<file path="src/design/ppts_pkg.sv">
// Package for the periodic priority task scheduler: commands, status codes,
// slot states, FSM states and the controller/datapath command and status structs.
package ppts_pkg;

    localparam int SLOTS_DEF = 8;
    localparam logic [15:0] TICK_WRAP = 16'd65000;
    localparam logic [6:0] MAX_PRI_RESET = 7'd10;

    typedef enum logic [1:0] {
        CMD_CREATE = 2'd0,
        CMD_DELETE = 2'd1,
        CMD_TICK   = 2'd2,
        CMD_SCHED  = 2'd3
    } t_cmd;

    typedef enum logic [1:0] {
        STS_OK        = 2'd0,
        STS_NULL_ID   = 2'd1,
        STS_FULL      = 2'd2,
        STS_NOT_FOUND = 2'd3
    } t_status;

    typedef enum logic [1:0] {
        SL_DORMANT = 2'd0,
        SL_READY   = 2'd1,
        SL_RUNNING = 2'd2,
        SL_WAITING = 2'd3
    } t_slot_state;

    typedef enum logic [2:0] {
        FSM_IDLE,
        FSM_SCAN,
        FSM_DIV,
        FSM_COMMIT,
        FSM_OUT
    } t_fsm;

    typedef struct packed {
        logic load;      // capture request and run create/delete/tick
        logic scan_init; // start a schedule pass
        logic slot_step; // evaluate current slot (no division needed)
        logic div_start; // start remainder for current slot
        logic div_step;  // one remainder iteration
        logic div_end;   // evaluate current slot using remainder
        logic commit;    // mark winner running, build result
    } t_ctl;

    typedef struct packed {
        logic is_sched;
        logic need_div;  // current slot is waiting or running with nonzero period
        logic last_slot;
        logic div_done;
    } t_sts;

endpackage

</file>
<file path="src/design/ppts_ctrl.sv">
// Controller FSM for the task scheduler: sequences the slot scan and the
// remainder unit, and owns the request/result handshakes. Uses ppts_pkg.
module ppts_ctrl
    import ppts_pkg::*;
(
    input  logic i_clk,
    input  logic i_rst_n,
    input  logic i_valid,
    output logic o_ready,
    output logic o_valid,
    input  logic i_ready,
    input  t_sts i_sts,
    output t_ctl o_ctl
);

    t_fsm r_state, n_state;

    always_ff @(posedge i_clk) begin
        if (!i_rst_n) begin
            r_state <= FSM_IDLE;
        end else begin
            r_state <= n_state;
        end
    end

    always_comb begin
        n_state = r_state;
        o_ctl   = '0;
        o_ready = 1'b0;
        o_valid = 1'b0;
        unique case (r_state)
            FSM_IDLE: begin
                o_ready = 1'b1;
                if (i_valid) begin
                    o_ctl.load = 1'b1;
                    if (i_sts.is_sched) begin
                        o_ctl.scan_init = 1'b1;
                        n_state = FSM_SCAN;
                    end else begin
                        n_state = FSM_OUT;
                    end
                end
            end
            FSM_SCAN: begin
                if (i_sts.need_div) begin
                    o_ctl.div_start = 1'b1;
                    n_state = FSM_DIV;
                end else begin
                    o_ctl.slot_step = 1'b1;
                    if (i_sts.last_slot) begin
                        n_state = FSM_COMMIT;
                    end
                end
            end
            FSM_DIV: begin
                if (i_sts.div_done) begin
                    o_ctl.div_end = 1'b1;
                    n_state = i_sts.last_slot ? FSM_COMMIT : FSM_SCAN;
                end else begin
                    o_ctl.div_step = 1'b1;
                end
            end
            FSM_COMMIT: begin
                o_ctl.commit = 1'b1;
                n_state = FSM_OUT;
            end
            FSM_OUT: begin
                o_valid = 1'b1;
                if (i_ready) begin
                    n_state = FSM_IDLE;
                end
            end
            default: n_state = FSM_IDLE;
        endcase
    end

endmodule

</file>
<file path="src/design/ppts_dp.sv">
// Datapath for the task scheduler: slot table, tick counter, bit-serial
// remainder unit and result registers. Uses ppts_pkg; driven by ppts_ctrl.
module ppts_dp
    import ppts_pkg::*;
#(
    parameter int SLOTS = SLOTS_DEF
) (
    input  logic        i_clk,
    input  logic        i_rst_n,
    input  logic        i_cfg_we,
    input  logic [6:0]  i_cfg_data,
    input  logic [1:0]  i_cmd,
    input  logic [7:0]  i_task_id,
    input  logic [7:0]  i_priority_req,
    input  logic [15:0] i_period,
    input  t_ctl        i_ctl,
    output t_sts        o_sts,
    output logic [1:0]  o_status,
    output logic        o_dispatched,
    output logic [2:0]  o_slot_index,
    output logic [7:0]  o_dispatched_task
);

    localparam int SW = (SLOTS > 1) ? $clog2(SLOTS) : 1;

    logic [7:0]        r_task  [SLOTS];
    logic [6:0]        r_pri   [SLOTS];
    logic [15:0]       r_per   [SLOTS];
    t_slot_state       r_st    [SLOTS];
    logic [15:0]       r_tick;
    logic [6:0]        r_max_pri;
    logic [SW-1:0]     r_idx;
    logic [6:0]        r_best_pri;
    logic [SW-1:0]     r_best;
    logic              r_found;
    logic [15:0]       r_rem;
    logic [15:0]       r_quo;
    logic [4:0]        r_cnt;
    logic [1:0]        r_status;
    logic              r_disp;
    logic [2:0]        r_slot;
    logic [7:0]        r_dtask;

    logic [SW-1:0] free_idx, match_idx;
    logic          free_hit, match_hit;
    logic [6:0]    clamp_pri;
    logic [16:0]   rem_sh;
    logic [15:0]   cur_per;
    t_slot_state   cur_st;
    t_slot_state   eval_st;
    logic          wake;
    logic [15:0]   tick_inc;

    always_comb begin
        free_idx  = '0;
        free_hit  = 1'b0;
        match_idx = '0;
        match_hit = 1'b0;
        for (int s = SLOTS - 1; s >= 0; s--) begin
            if (r_task[s] == 8'd0) begin
                free_idx = SW'(s);
                free_hit = 1'b1;
            end
            if (r_task[s] == i_task_id) begin
                match_idx = SW'(s);
                match_hit = 1'b1;
            end
        end
    end

    assign clamp_pri = (i_priority_req <= {1'b0, r_max_pri}) ? i_priority_req[6:0] : r_max_pri;
    assign cur_per   = r_per[r_idx];
    assign cur_st    = r_st[r_idx];
    assign rem_sh    = {r_rem, r_quo[15]};
    assign tick_inc  = r_tick + 16'd1;

    // running becomes waiting; waiting wakes when remainder is zero
    always_comb begin
        eval_st = (cur_st == SL_RUNNING) ? SL_WAITING : cur_st;
        wake    = i_ctl.div_end && (r_rem == 16'd0);
        if (eval_st == SL_WAITING && wake) begin
            eval_st = SL_READY;
        end
    end

    assign o_sts.is_sched  = (t_cmd'(i_cmd) == CMD_SCHED);
    assign o_sts.need_div  = (cur_st == SL_WAITING || cur_st == SL_RUNNING)
                             && (cur_per != 16'd0);
    assign o_sts.last_slot = (r_idx == SW'(SLOTS - 1));
    assign o_sts.div_done  = (r_cnt == 5'd16);

    always_ff @(posedge i_clk) begin
        if (!i_rst_n) begin
            for (int s = 0; s < SLOTS; s++) begin
                r_task[s] <= 8'd0;
                r_pri[s]  <= 7'd0;
                r_per[s]  <= 16'd0;
                r_st[s]   <= SL_DORMANT;
            end
            r_tick    <= 16'd1;
            r_max_pri <= MAX_PRI_RESET;
        end else begin
            if (i_cfg_we) begin
                r_max_pri <= i_cfg_data;
            end
            if (i_ctl.load) begin
                unique case (t_cmd'(i_cmd))
                    CMD_CREATE: begin
                        if (i_task_id != 8'd0 && free_hit) begin
                            r_task[free_idx] <= i_task_id;
                            r_per[free_idx]  <= i_period;
                            r_st[free_idx]   <= SL_READY;
                            r_pri[free_idx]  <= clamp_pri;
                        end
                    end
                    CMD_DELETE: begin
                        if (i_task_id != 8'd0 && match_hit) begin
                            r_task[match_idx] <= 8'd0;
                            r_per[match_idx]  <= 16'd0;
                            r_pri[match_idx]  <= 7'd0;
                            r_st[match_idx]   <= SL_DORMANT;
                        end
                    end
                    CMD_TICK: begin
                        r_tick <= (tick_inc == TICK_WRAP) ? 16'd1 : tick_inc;
                    end
                    CMD_SCHED: ;
                    default: ;
                endcase
            end
            if (i_ctl.slot_step || i_ctl.div_end) begin
                r_st[r_idx] <= eval_st;
            end
            if (i_ctl.commit && r_found) begin
                r_st[r_best] <= SL_RUNNING;
            end
        end
    end

    always_ff @(posedge i_clk) begin
        if (i_ctl.load) begin
            r_disp     <= 1'b0;
            r_slot     <= 3'd0;
            r_dtask    <= 8'd0;
            unique case (t_cmd'(i_cmd))
                CMD_CREATE: r_status <= (i_task_id == 8'd0) ? STS_NULL_ID :
                                        (free_hit ? STS_OK : STS_FULL);
                CMD_DELETE: r_status <= (i_task_id == 8'd0) ? STS_NULL_ID :
                                        (match_hit ? STS_OK : STS_NOT_FOUND);
                default:    r_status <= STS_OK;
            endcase
        end
        if (i_ctl.scan_init) begin
            r_idx      <= '0;
            r_best_pri <= 7'd0;
            r_best     <= '0;
            r_found    <= 1'b0;
        end
        if (i_ctl.div_start) begin
            r_rem <= 16'd0;
            r_quo <= r_tick;
            r_cnt <= 5'd0;
        end
        // restoring remainder, one bit per cycle
        if (i_ctl.div_step) begin
            r_rem <= (rem_sh >= {1'b0, cur_per}) ? 16'(rem_sh - {1'b0, cur_per})
                                                 : rem_sh[15:0];
            r_quo <= {r_quo[14:0], 1'b0};
            r_cnt <= r_cnt + 5'd1;
        end
        if (i_ctl.slot_step || i_ctl.div_end) begin
            if (eval_st == SL_READY && r_pri[r_idx] > r_best_pri) begin
                r_best_pri <= r_pri[r_idx];
                r_best     <= r_idx;
                r_found    <= 1'b1;
            end
            if (!o_sts.last_slot) begin
                r_idx <= r_idx + SW'(1);
            end
        end
        if (i_ctl.commit) begin
            r_disp  <= r_found;
            r_slot  <= r_found ? 3'(r_best) : 3'd0;
            r_dtask <= r_found ? r_task[r_best] : 8'd0;
        end
    end

    assign o_status          = r_status;
    assign o_dispatched      = r_disp;
    assign o_slot_index      = r_slot;
    assign o_dispatched_task = r_dtask;

endmodule

</file>
<file path="src/design/periodic_priority_task_scheduler.sv">
// Fixed-priority periodic task scheduler. One request is handled at a time.
// Create, delete and tick are done on acceptance; the result then waits to be
// taken. A schedule pass visits the slots one per cycle, except that each
// waiting or running slot with a nonzero period first runs its 16-bit
// bit-serial remainder (tick count modulo period). max_priority may be
// written while idle.
module periodic_priority_task_scheduler
    import ppts_pkg::*;
#(
    parameter int SLOTS = SLOTS_DEF
) (
    input  logic        i_clk,
    input  logic        i_rst_n,
    input  logic        i_cfg_we,
    input  logic [6:0]  i_cfg_data,
    input  logic        i_valid,
    output logic        o_ready,
    input  logic [1:0]  i_cmd,
    input  logic [7:0]  i_task_id,
    input  logic [7:0]  i_priority_req,
    input  logic [15:0] i_period,
    output logic        o_valid,
    input  logic        i_ready,
    output logic [1:0]  o_status,
    output logic        o_dispatched,
    output logic [2:0]  o_slot_index,
    output logic [7:0]  o_dispatched_task
);

    t_ctl ctl;
    t_sts sts;

    ppts_ctrl u_ctrl (
        .i_clk   (i_clk),
        .i_rst_n (i_rst_n),
        .i_valid (i_valid),
        .o_ready (o_ready),
        .o_valid (o_valid),
        .i_ready (i_ready),
        .i_sts   (sts),
        .o_ctl   (ctl)
    );

    ppts_dp #(.SLOTS(SLOTS)) u_dp (
        .i_clk             (i_clk),
        .i_rst_n           (i_rst_n),
        .i_cfg_we          (i_cfg_we),
        .i_cfg_data        (i_cfg_data),
        .i_cmd             (i_cmd),
        .i_task_id         (i_task_id),
        .i_priority_req    (i_priority_req),
        .i_period          (i_period),
        .i_ctl             (ctl),
        .o_sts             (sts),
        .o_status          (o_status),
        .o_dispatched      (o_dispatched),
        .o_slot_index      (o_slot_index),
        .o_dispatched_task (o_dispatched_task)
    );

`ifndef SYNTHESIS
    a_no_overlap: assert property (@(posedge i_clk) disable iff (!i_rst_n)
        o_valid |-> !o_ready)
        else $error("request taken while result pending");

    a_disp_sched: assert property (@(posedge i_clk) disable iff (!i_rst_n)
        (o_valid && o_dispatched) |-> (o_status == STS_OK))
        else $error("dispatch with nonzero status");

    a_result_hold: assert property (@(posedge i_clk) disable iff (!i_rst_n)
        (o_valid && !i_ready) |=> (o_valid && $stable(o_dispatched_task)))
        else $error("result changed while stalled");
`endif

endmodule

</file>
<file path="config.mk">
export PLATFORM = sky130hd
export DESIGN_NAME = periodic_priority_task_scheduler
export DESIGN_NICKNAME = d
export VERILOG_FILES = /design/src/design/ppts_pkg.sv /design/src/design/ppts_ctrl.sv /design/src/design/ppts_dp.sv /design/src/design/periodic_priority_task_scheduler.sv
export SDC_FILE = /design/constraint.sdc
export NUM_CORES = 1
export LEC_CHECK = 0
export BUFFER_PORTS_ARGS = -buffer_cell sky130_fd_sc_hd__buf_2
export CAP_MARGIN = 5
export CORE_MARGIN = 5
export CORE_UTILIZATION = 50
export CTS_CLUSTER_SIZE = 14
export DETAILED_ROUTE_END_ITERATION = 10
export PLACE_DENSITY = 0.68
export SETUP_SLACK_MARGIN = 0.3
export SYNTH_ARGS = -nofsm -noshare
export SYNTH_HDL_FRONTEND = slang
export SYNTH_SLANG_ARGS = --single-unit
</file>
<file path="constraint.sdc">
create_clock -name i_clk -period 10.4 [get_ports i_clk]
set_input_delay 0.52 -clock i_clk [delete_from_list [all_inputs] [get_ports i_clk]]
set_output_delay 0.52 -clock i_clk [all_outputs]
set_load 0.1 [all_outputs]
</file>
======== After elaboration in Yosys (flattened, before gate mapping) ========
Memories as Yosys holds them, arrays and structs flattened. A register that Yosys moved wholly into a read port is not among the register bits.
Cells that the tools add are included.
word-level totals
  flip-flop bits (word level) ............. 91
  memory bits (writable) .................. 264
  input port bits ......................... 46
  logic and storage cells ................. 224
  memories kept ........................... 4
cells by class
  $add $sub $neg .......................... 4
  magnitude comparators ................... 3
  equality and inequality tests ........... 26
  mux-type cells .......................... 135
  reduce and logical (&&, ||, !) cells .... 37
memories
  name         words  width  rd ports  clocked after memory_dff  write ports  RTL line       text
  u_dp.r_per   8      16     1         1                         8            ppts_dp.sv:28  logic [15:0] r_per [SLOTS];
  u_dp.r_task  8      8      9         1                         8            ppts_dp.sv:26  logic [7:0] r_task [SLOTS];
  u_dp.r_pri   8      7      1         1                         8            ppts_dp.sv:27  logic [6:0] r_pri [SLOTS];
  u_dp.r_st    8      2      1         1                         8            ppts_dp.sv:29  t_slot_state r_st [SLOTS];
operator list
  operator                                       count
  two-way mux 16 bit                             8
  two-way mux 3 bit                              41
  zero test 8 bit                                9
  equality test 8 bit                            8
  two-way mux 1 bit                              56
  two-way mux 7 bit                              6
  two-way mux 8 bit                              5
  OR reduction 16 bit                            2
  two-way mux 2 bit                              15
  greater-or-equal comparator 17 x 16 -> 1 bit   1
  adder 16 x 1 -> 16 bit, second input constant  1
  equality test 16 bit, second input constant    1
  zero test 16 bit                               1
  nonzero test 16 bit                            1
  OR reduction 8 bit                             2
  subtractor 16 bit                              1
  case mux 3 bit (5 select lines)                1
  OR reduction 7 bit                             2
  equality test 2 bit, second input constant     5
  two-way mux 5 bit                              2
  <= comparator 8 x 7 -> 1 bit                   1
  nonzero test 8 bit                             1
  OR reduction 2 bit                             4
  > comparator 7 bit                             1
  17 further kinds                               30

======== Longest topological paths before layout ========
Gate-level depths: netlist of run 1.
An unclocked memory read counts as a cell.
  word-level depth ........................ 21
  gate-level depth with buffers ........... 18
  depth with buffers taken out ............ 14

======== Hierarchy ========
Synthesis of run 1 repeated with hierarchy kept, for this count alone.
second synthesis, totals
  cells, all modules ...................... 1631
  area, all modules ....................... 18178.7 um^2
modules (own cells, without submodules)
  module     times used  cells an instance  area each (um^2)  seq. area each (um^2)
  ppts_dp    1           1600               17899.7           10029.6
  ppts_ctrl  1           31                 279.0             60.1

======== Worst setup path before layout of run 1 ========
No wires, ideal clock.
  kind .................................... flip-flop to flip-flop
  start point ............................. register u_ctrl.r_state[0]
  end point ............................... memory u_dp.r_per[6][0], enable pin
  setup time .............................. 471 ps
  data arrival time ....................... 4894 ps
  data required time ...................... 9929 ps
  path slack .............................. 5035 ps
  stages on the path, launching flop included .. 13
  buffers on the path ..................... 3
  period minus slack after synthesis ...... 5365 ps
  path through ............................ dfxtp_1 > clkbuf_1 > nor3_1 > and2_1 > and3_1 > and2_0 > buf_2 > a22oi_1 > o22a_1 > nor2b_1 > nand2_1 > clkbuf_1 > nand2_1
RTL lines
  item                    RTL line         text
  from (decl)             ppts_ctrl.sv:16  t_fsm r_state, n_state;
  from (signal assigned)  ppts_ctrl.sv:22  r_state <= n_state;
  to (decl)               ppts_dp.sv:28

==> summary.txt, run 1 <==
Placement
  – Dpl cell area: 19,000 µm²
  – Estimated wirelength of the detail-placed design: 31.8 mm
  – RD Place Congestion: 0.913
  – Number of port buffers: 61

Global route
  – First-pass GRT wire length: 73.0 mm
  – GRT Total Usage: 0.229
  – Largest net degree at the start of global routing: 47
  – Vias in the first global route: 12,725
  – Antenna violations before repair: 0
  – GRT Residual Overflow: 0

Clock tree
  – Skew-Pair Late Insertion Delay: 0.56 ns
  – Cts repair resizes: 0
  – CTS buffer count: 39
  – Max clock buf depth: 3
  – H-tree depth: 2
  – Clock-pin slew on the worst setup and hold paths: 0.06 ns
  – TritonCTS clock tree: built
  – Hold_buf cts: 0
  – Setup Fix Bufs, Post-CTS: 0
  – Root buf cell: clkbuf_16
  – Clk sink count: 355

Worst setup path
  – Worst Path Required: 10.68 ns
  – Worst EP arrival: 5.33 ns
  – Crit Path Class: reg2reg
  – Reg-to-reg endpoint: u_dp.r_rem[2]$_SDFFCE_PN0P_
  – Worst setup EP type: flip-flop
  – Critical path's largest stage delay: 0.88 ns
  – Crit-path cells: buf_4, mux4_2, mux2i_1, ha_1, nand4_1, a31oi_1, nor3_1, o31ai_1, a21boi_2, nor3_1, a21oi_1, nor2_1
  – Crit-path most repeated cell: nor3_1
  – R2r worst-path depth: 12
  – R2r setup slk: 5.35 ns
  – Reg2reg start: u_dp.r_idx[0]$_DFF_P_
  – Crit-path slowest cell: a21boi_2
  – Critical Path Fanout Max: 38
  – Worst setup SP type: flip-flop

Floorplan
  – # rows: 70
  – Die ar.: 40,400 µm²
  – IO Pins: 62
  – Core ar.: 36,300 µm²
  – Die X: 201 µm
  – Die height: 201 µm
  – Initial core utilization: 0.502

Logic synthesis
  – Synthesized area: 18,200 µm²
  – EDFF count, synth: 314
  – Cell variety after synth: 75
  – Ys Warns: 0
  – Asr flop ratio synth: 0
  – Seq cells post-synth: 355
  – Syn Nets: 1,665
  – Synth Flop Type: edfxtp_1
  – Seq/Total Area, Yosys: 0.562
  – Cells after synthesis: 1,583
  – Syn Area/Cell: 11.5 µm²

Timing
  – RSZ-0062 raised after global routing: no
  – Rel. slew slack: 0.225
  – Skew final: 0.0215 ns
  – Fin Setup TNS: 0 ns
  – Final Cycle Share: 0.485
  – Final Critical Period: 5.05 ns
  – Final Hold Viols: 0
  – Setup Viol. Count Final: 0
  – Slew Limit Fails: 0
  – Worst slew pin tran: 1.16 ns
  – FMAX: 198 MHz

Detailed routing
  – Iteration-0 DRC Markers: 1,444
  – Via Count: 12,854
  – Routed wire length: 47.2 mm
  – DRC errors left: 0
  – ANT nets after route: 0
  – 1st-pass router iterations: 5
  – Vias/cell: 6.06
  – Wire per inst: 22.3 µm

Pwr
  – Leak: 7.42 nW
  – PwrDens: 214 nW/µm²
  – Peak supply drop: 101 µV

Final layout
  – Filler cell count: 2,989
  – Layout area overhead: 10.9%
  – Post-route cell area: 20,200 µm²
  – Most frequent cells in the layout: nor2_1, edfxtp_1, nand2_1
  – Area of the multi-input gates: 7480 µm²
  – Layout cells sized above 1: 0.143
  – Reg area: 10,300 µm²
  – Fin nets: 1,704
  – Core Util, Final: 0.556
  – Commonest non-fill, non-tap cell in the layout: nor2_1

Status
  – Run status: complete, no violations

Flow run
  – Max Cap Viol: 0

Worst hold path
  – Hold Crit Start: i_cfg_data[1]
  – Worst Hold Path EP: u_dp.r_max_pri[1]$_SDFFE_PN1P_
  – Worst hold-check path type: in2reg
  – Worst Hold Path Cells: 3
where the power goes:
part / internal, mW / switching (mW) / total [mW]
sequential: 1.65 / 0.0972 / 1.74
clock: 0.762 / 0.578 / 1.34
combinational: 0.503 / 0.740 / 1.24
per-stage QoR:
step / hold WS (ns) / cells / setup slack (ns) / total power [mW]
4_1_cts: 0.167 / 2121 / 5.30 / 4.35
3_3_place_gp: 0.445 / 2049 / 5.37 / 3.00
3_5_place_dp: 0.456 / 2049 / 5.33 / 3.01
5_1_grt: 0.188 / 2121 / 4.99 / 4.53
2_1_floorplan: 0.422 / 1583 / 5.03 / 2.71
6_report: 0.190 / 2122 / 5.35 / 4.33
worst max-delay path, delay by kind of cell, from the launching register on:
kind,cells,cell delay (ns)
compound gates,4,1.31
simple gates,4,0.73
flops,1,0.74
fa+ha+maj,1,0.39
buf+inv,1,0.65
mux,2,0.91
registers in the layout, summed over array words and instances, names as in the netlist, 5 cells and up:
register                flops
u_dp.r_st                  16
u_dp.r_pri                 56
u_dp.r_rem                 16
u_dp.r_best_pri             7
u_dp.r_cnt                  5
u_dp.o_dispatched_task      8
u_dp.r_max_pri              7
u_dp.r_per                128
u_dp.r_quo                 16
u_dp.r_tick                16
u_dp.r_task                64
final cells by class:
class | instances | area share
antenna | 1 | 0.000124
clock buffer | 49 | 0.0547
clock inverter | 23 | 0.00779
inverter | 37 | 0.00687
multi-input combinational | 1102 | 0.370
sequential | 355 | 0.507
tap | 468 | 0.0289
timing repair buffer | 87 | 0.0247
worst max path at each step:
stage | startpoint | to | slack [ns]
after CTS | u_dp.r_idx[0]$_DFF_P_ | u_dp.r_rem[2]$_SDFFCE_PN0P_ | 5.30
after global routing | u_dp.r_idx[0]$_DFF_P_ | u_dp.r_rem[11]$_SDFFCE_PN0P_ | 4.99
after global placement | u_dp.r_idx[0]$_DFF_P_ | u_dp.r_rem[2]$_SDFFCE_PN0P_ | 5.37
final | u_dp.r_idx[0]$_DFF_P_ | u_dp.r_rem[2]$_SDFFCE_PN0P_ | 5.35
after detailed placement | u_dp.r_idx[0]$_DFF_P_ | u_dp.r_rem[2]$_SDFFCE_PN0P_ | 5.33
after floorplan | u_ctrl.r_state[0]$_SDFFE_PN0P_ | u_dp.r_per[6][0]$_SDFFCE_PN0P_ | 5.03
Yosys cell counts (8+ instances only):
| cell type | instances | area share |
|---|---|---|
| mux4_2 | 64 | 0.079 |
| and3_1 | 17 | 0.0058 |
| o21ai_0 | 39 | 0.011 |
| nand3_1 | 22 | 0.0060 |
| inv_1 | 34 | 0.0070 |
| nor4_1 | 34 | 0.012 |
| and2_1 | 8 | 0.0027 |
| nand2b_1 | 13 | 0.0045 |
| nor3_1 | 24 | 0.0066 |
| nand2_1 | 121 | 0.025 |
| ha_1 | 35 | 0.024 |
| nor2_1 | 355 | 0.073 |
| xnor2_1 | 45 | 0.022 |
| a22o_1 | 16 | 0.0077 |
| o21a_1 | 8 | 0.0033 |
| a21oi_1 | 50 | 0.014 |
| edfxtp_1 | 314 | 0.52 |
| o21ai_1 | 10 | 0.0027 |
| xor2_1 | 38 | 0.018 |
| or4_1 | 16 | 0.0066 |
| buf_2 | 22 | 0.0060 |
| clkbuf_1 | 56 | 0.012 |
| nand4_1 | 19 | 0.0065 |
| dfxtp_1 | 41 | 0.045 |
| mux2i_1 | 52 | 0.029 |
| or3_1 | 21 | 0.0072 |
| nor2b_1 | 9 | 0.0031 |
cell families after synthesis:
group           Yosys count  share of synthesized area
compound gates          182                     0.0654
buf+inv                 126                     0.0291
fa+ha+maj                36                     0.0251
mux                     117                      0.108
flops                   355                      0.562
xor+xnor                 83                     0.0399
simple gates            684                      0.170
routing by layer:
metal,GRT usage,share of wire,wire (µm)
met4,0.0622,0.023,1090
met3,0.0409,0.072,3420
met5,0,0,0
met2,0.372,0.47,22300
met1,0.322,0.43,20500
Note: power is estimated with default switching activity, not from simulation.
==> run 2: changes to the inputs <==
==> constraint.sdc (replaced) <==
create_clock -name i_clk -period 4.8 [get_ports i_clk]
set_input_delay 0.24 -clock i_clk [delete_from_list [all_inputs] [get_ports i_clk]]
set_output_delay 0.24 -clock i_clk [all_outputs]
set_load 0.1 [all_outputs]
==> summary.txt, run 2 (same netlist as run 1, synthesis figures left out) <==
Status
  – Run status: complete, no violations

Worst setup path
  – Critical path's largest stage delay: 0.79 ns (-0.09 ns)
  – Worst Path Required: 5.07 ns (-5.61 ns)
  – Crit Path Class: reg2reg
  – Worst setup EP type: flip-flop
  – Crit-path slowest cell: dfxtp_4
  – R2r worst-path depth: 13 (+1)
  – Critical Path Fanout Max: 42 (+11%)
  – Worst EP arrival: 4.39 ns (-0.94 ns)
  – Crit-path cells: mux4_2, mux2_2, inv_2, ha_1, nor2b_1, o21ai_0, a31oi_1, nor3_1, o31ai_1, a21boi_2, buf_4, mux2i_1, nor2_1
  – Worst setup SP type: flip-flop

Timing
  – Rel. slew slack: 0.263 (+0.0382)
  – FMAX: 243 MHz (+22%)
  – Final worst slack: 0.677 ns (-4.68 ns)
  – RSZ-0062 raised after global routing: no
  – Skew final: 0.00979 ns (-0.0117 ns)
  – Setup Viol. Count Final: 0 (unchanged)
  – Final Hold Viols: 0 (unchanged)
  – Final Cycle Share: 0.859 (+0.374)
  – Fin Setup TNS: 0 ns (unchanged)
  – Final Critical Period: 4.12 ns (-0.922 ns)
  – Slew Limit Fails: 0 (unchanged)
  – Worst slew pin tran: 1.11 ns (-0.0505 ns)

Final layout
  – Reg area: 10,300 µm² (unchanged)
  – Biggest register: u_dp.r_per
  – Most frequent cells in the layout: nor2_1, edfxtp_1, nand2_1
  – Commonest non-fill, non-tap cell in the layout: nor2_1
  – Layout cells sized above 1: 0.151 (+0.00749)
  – Filler cell count: 3,011 (+0.74%)
  – Layout area overhead: 12.1%
  – Fin nets: 1,729 (+1.5%)
  – Area of the multi-input gates: 7490 µm² (about the same)
  – Largest register FFs: 128 (unchanged)
  – Post-route cell area: 20,400 µm² (+1.1%)
  – Inserted Diodes: 0 (-1)
  – Largest regs: u_dp.r_per: 128 flops, u_dp.r_task: 64 flops, u_dp.r_pri: 56 flops

Detailed routing
  – DRC errors left: 0 (unchanged)
  – Iteration-0 DRC Markers: 1,528 (+5.8%)
  – 1st-pass router iterations: 5 (unchanged)
  – Routed wire length: 47.6 mm (+0.68%)
  – Wire per inst: 22.2 µm (-0.40%)
  – Vias/cell: 6.08 (+0.32%)
  – ANT nets after route: 0 (unchanged)
  – Via Count: 13,035 (+1.4%)

Clock tree
  – Clk sink count: 355 (unchanged)
  – Setup Fix Bufs, Post-CTS: 0 (unchanged)
  – H-tree depth: 2 (unchanged)
  – Root buf cell: clkbuf_16
  – Skew-Pair Late Insertion Delay: 0.54 ns (-0.02 ns)
  – TritonCTS clock tree: built
  – CTS buffer count: 39 (unchanged)
  – Max clock buf depth: 3 (unchanged)
  – Clock-pin slew on the worst setup and hold paths: 0.06 ns (about the same)

Placement
  – Dpl cell area: 19,100 µm² (+0.83%)
  – Place WS: 0.720 ns (-4.61 ns)
  – RD Place Congestion: 0.905 (-0.83%)
  – Number of port buffers: 61 (unchanged)
  – Estimated wirelength of the detail-placed design: 32.1 mm (+1.0%)

Global route
  – Met2 usage: 0.379 (+0.00690)
  – First-pass GRT wire length: 74.1 mm (+1.6%)
  – Vias in the first global route: 12,997 (+2.1%)
  – GRT Residual Overflow: 0 (unchanged)
  – GRT Total Usage: 0.232 (+0.00312)
  – Largest net degree at the start of global routing: 43 (-8.5%)
  – Antenna violations before repair: 0 (unchanged)
  – Grt met1 use: 0.317 (-0.00495)
  – GR peak layer: met2
  – GRT met3 Usage: 0.0501 (+0.00921)

Flow run
  – Max Cap Viol: 0 (unchanged)

Floorplan
  – Die height: 201 µm (unchanged)
  – Initial core utilization: 0.502 (unchanged)
  – # rows: 70 (unchanged)
  – Die X: 201 µm (unchanged)
  – Die ar.: 40,400 µm² (unchanged)
  – IO Pins: 62 (unchanged)
  – Core ar.: 36,300 µm² (unchanged)

Pwr
  – Peak supply drop: 270 µV (+170%)
  – Leak: 7.53 nW (+1.5%)
  – PwrDens: 461 nW/µm² (+120%)
  – PnR Total Power: 9.43 mW (+120%)

Worst hold path
  – Worst hold-check path type: in2reg
  – Worst Hold Path Cells: 3 (unchanged)
## run 2: final timing paths
| path | start | end | slack [ns] |
|---|---|---|---|
| setup / recovery | u_dp.r_idx[0]$_DFF_P_ | u_dp.r_rem[13]$_SDFFCE_PN0P_ | 0.68 |
| hold / removal | i_ready | u_ctrl.r_state[2]$_SDFFE_PN0P_ | 0.05 |
| setup reg to reg | u_dp.r_idx[0]$_DFF_P_ | u_dp.r_rem[13]$_SDFFCE_PN0P_ | 0.68 |
| hold reg to reg | u_dp.r_best_pri[2]$_DFF_P_ | u_dp.r_best_pri[2]$_DFF_P_ | 0.46 |
## run 2: stage by stage
step | hold slack, ns | std cells | utilization
finish | 0.0483 | 2145 | 0.562
global route | 0.0666 | 2145 | 0.562
CTS | 0.0242 | 2144 | 0.562
detailed placement | 0.457 | 2066 | 0.526
global placement | 0.446 | 2066 | 0.526
floorplan | 0.370 | 1583 | -
## run 2: report_power, final
group	total [mW]	internal [mW]	switching (mW)	leakage [nW]
clock	2.93	1.71	1.22	0.613
sequential	3.81	3.57	0.241	3.53
combinational	2.69	1.12	1.57	3.38
total	9.43	6.40	3.03	7.53
## run 2: layer usage
layer / up-vias / share of wire
met5: - / 0
met4: 0 / 0.024
met3: 69 / 0.084
met2: 552 / 0.47
met1: 6468 / 0.42
li1: 5946 / -
## run 2: layout make-up
class                      count  share of cell area
sequential                   355               0.502
multi-input combinational   1102               0.366
clock buffer                  49              0.0510
timing repair buffer         112              0.0356
tap                          468              0.0286
clock inverter                22             0.00998
inverter                      37             0.00679
## run 2: what timing repair did
action	in CTS	in global routing
resized for setup	0	0
endpoints found under the hold margin	7	0
hold buffers	7	0
## run 2: critical path, delay by kind of cell, from the launching register on
family / cells / cell delay (ns)
AOI/OAI and AO/OA: 4 / 0.76
DFF: 1 / 0.79
muxes: 3 / 1.13
and+or+nand+nor: 3 / 0.55
adders and majority gates: 1 / 0.24
buffers and inverters: 2 / 0.35
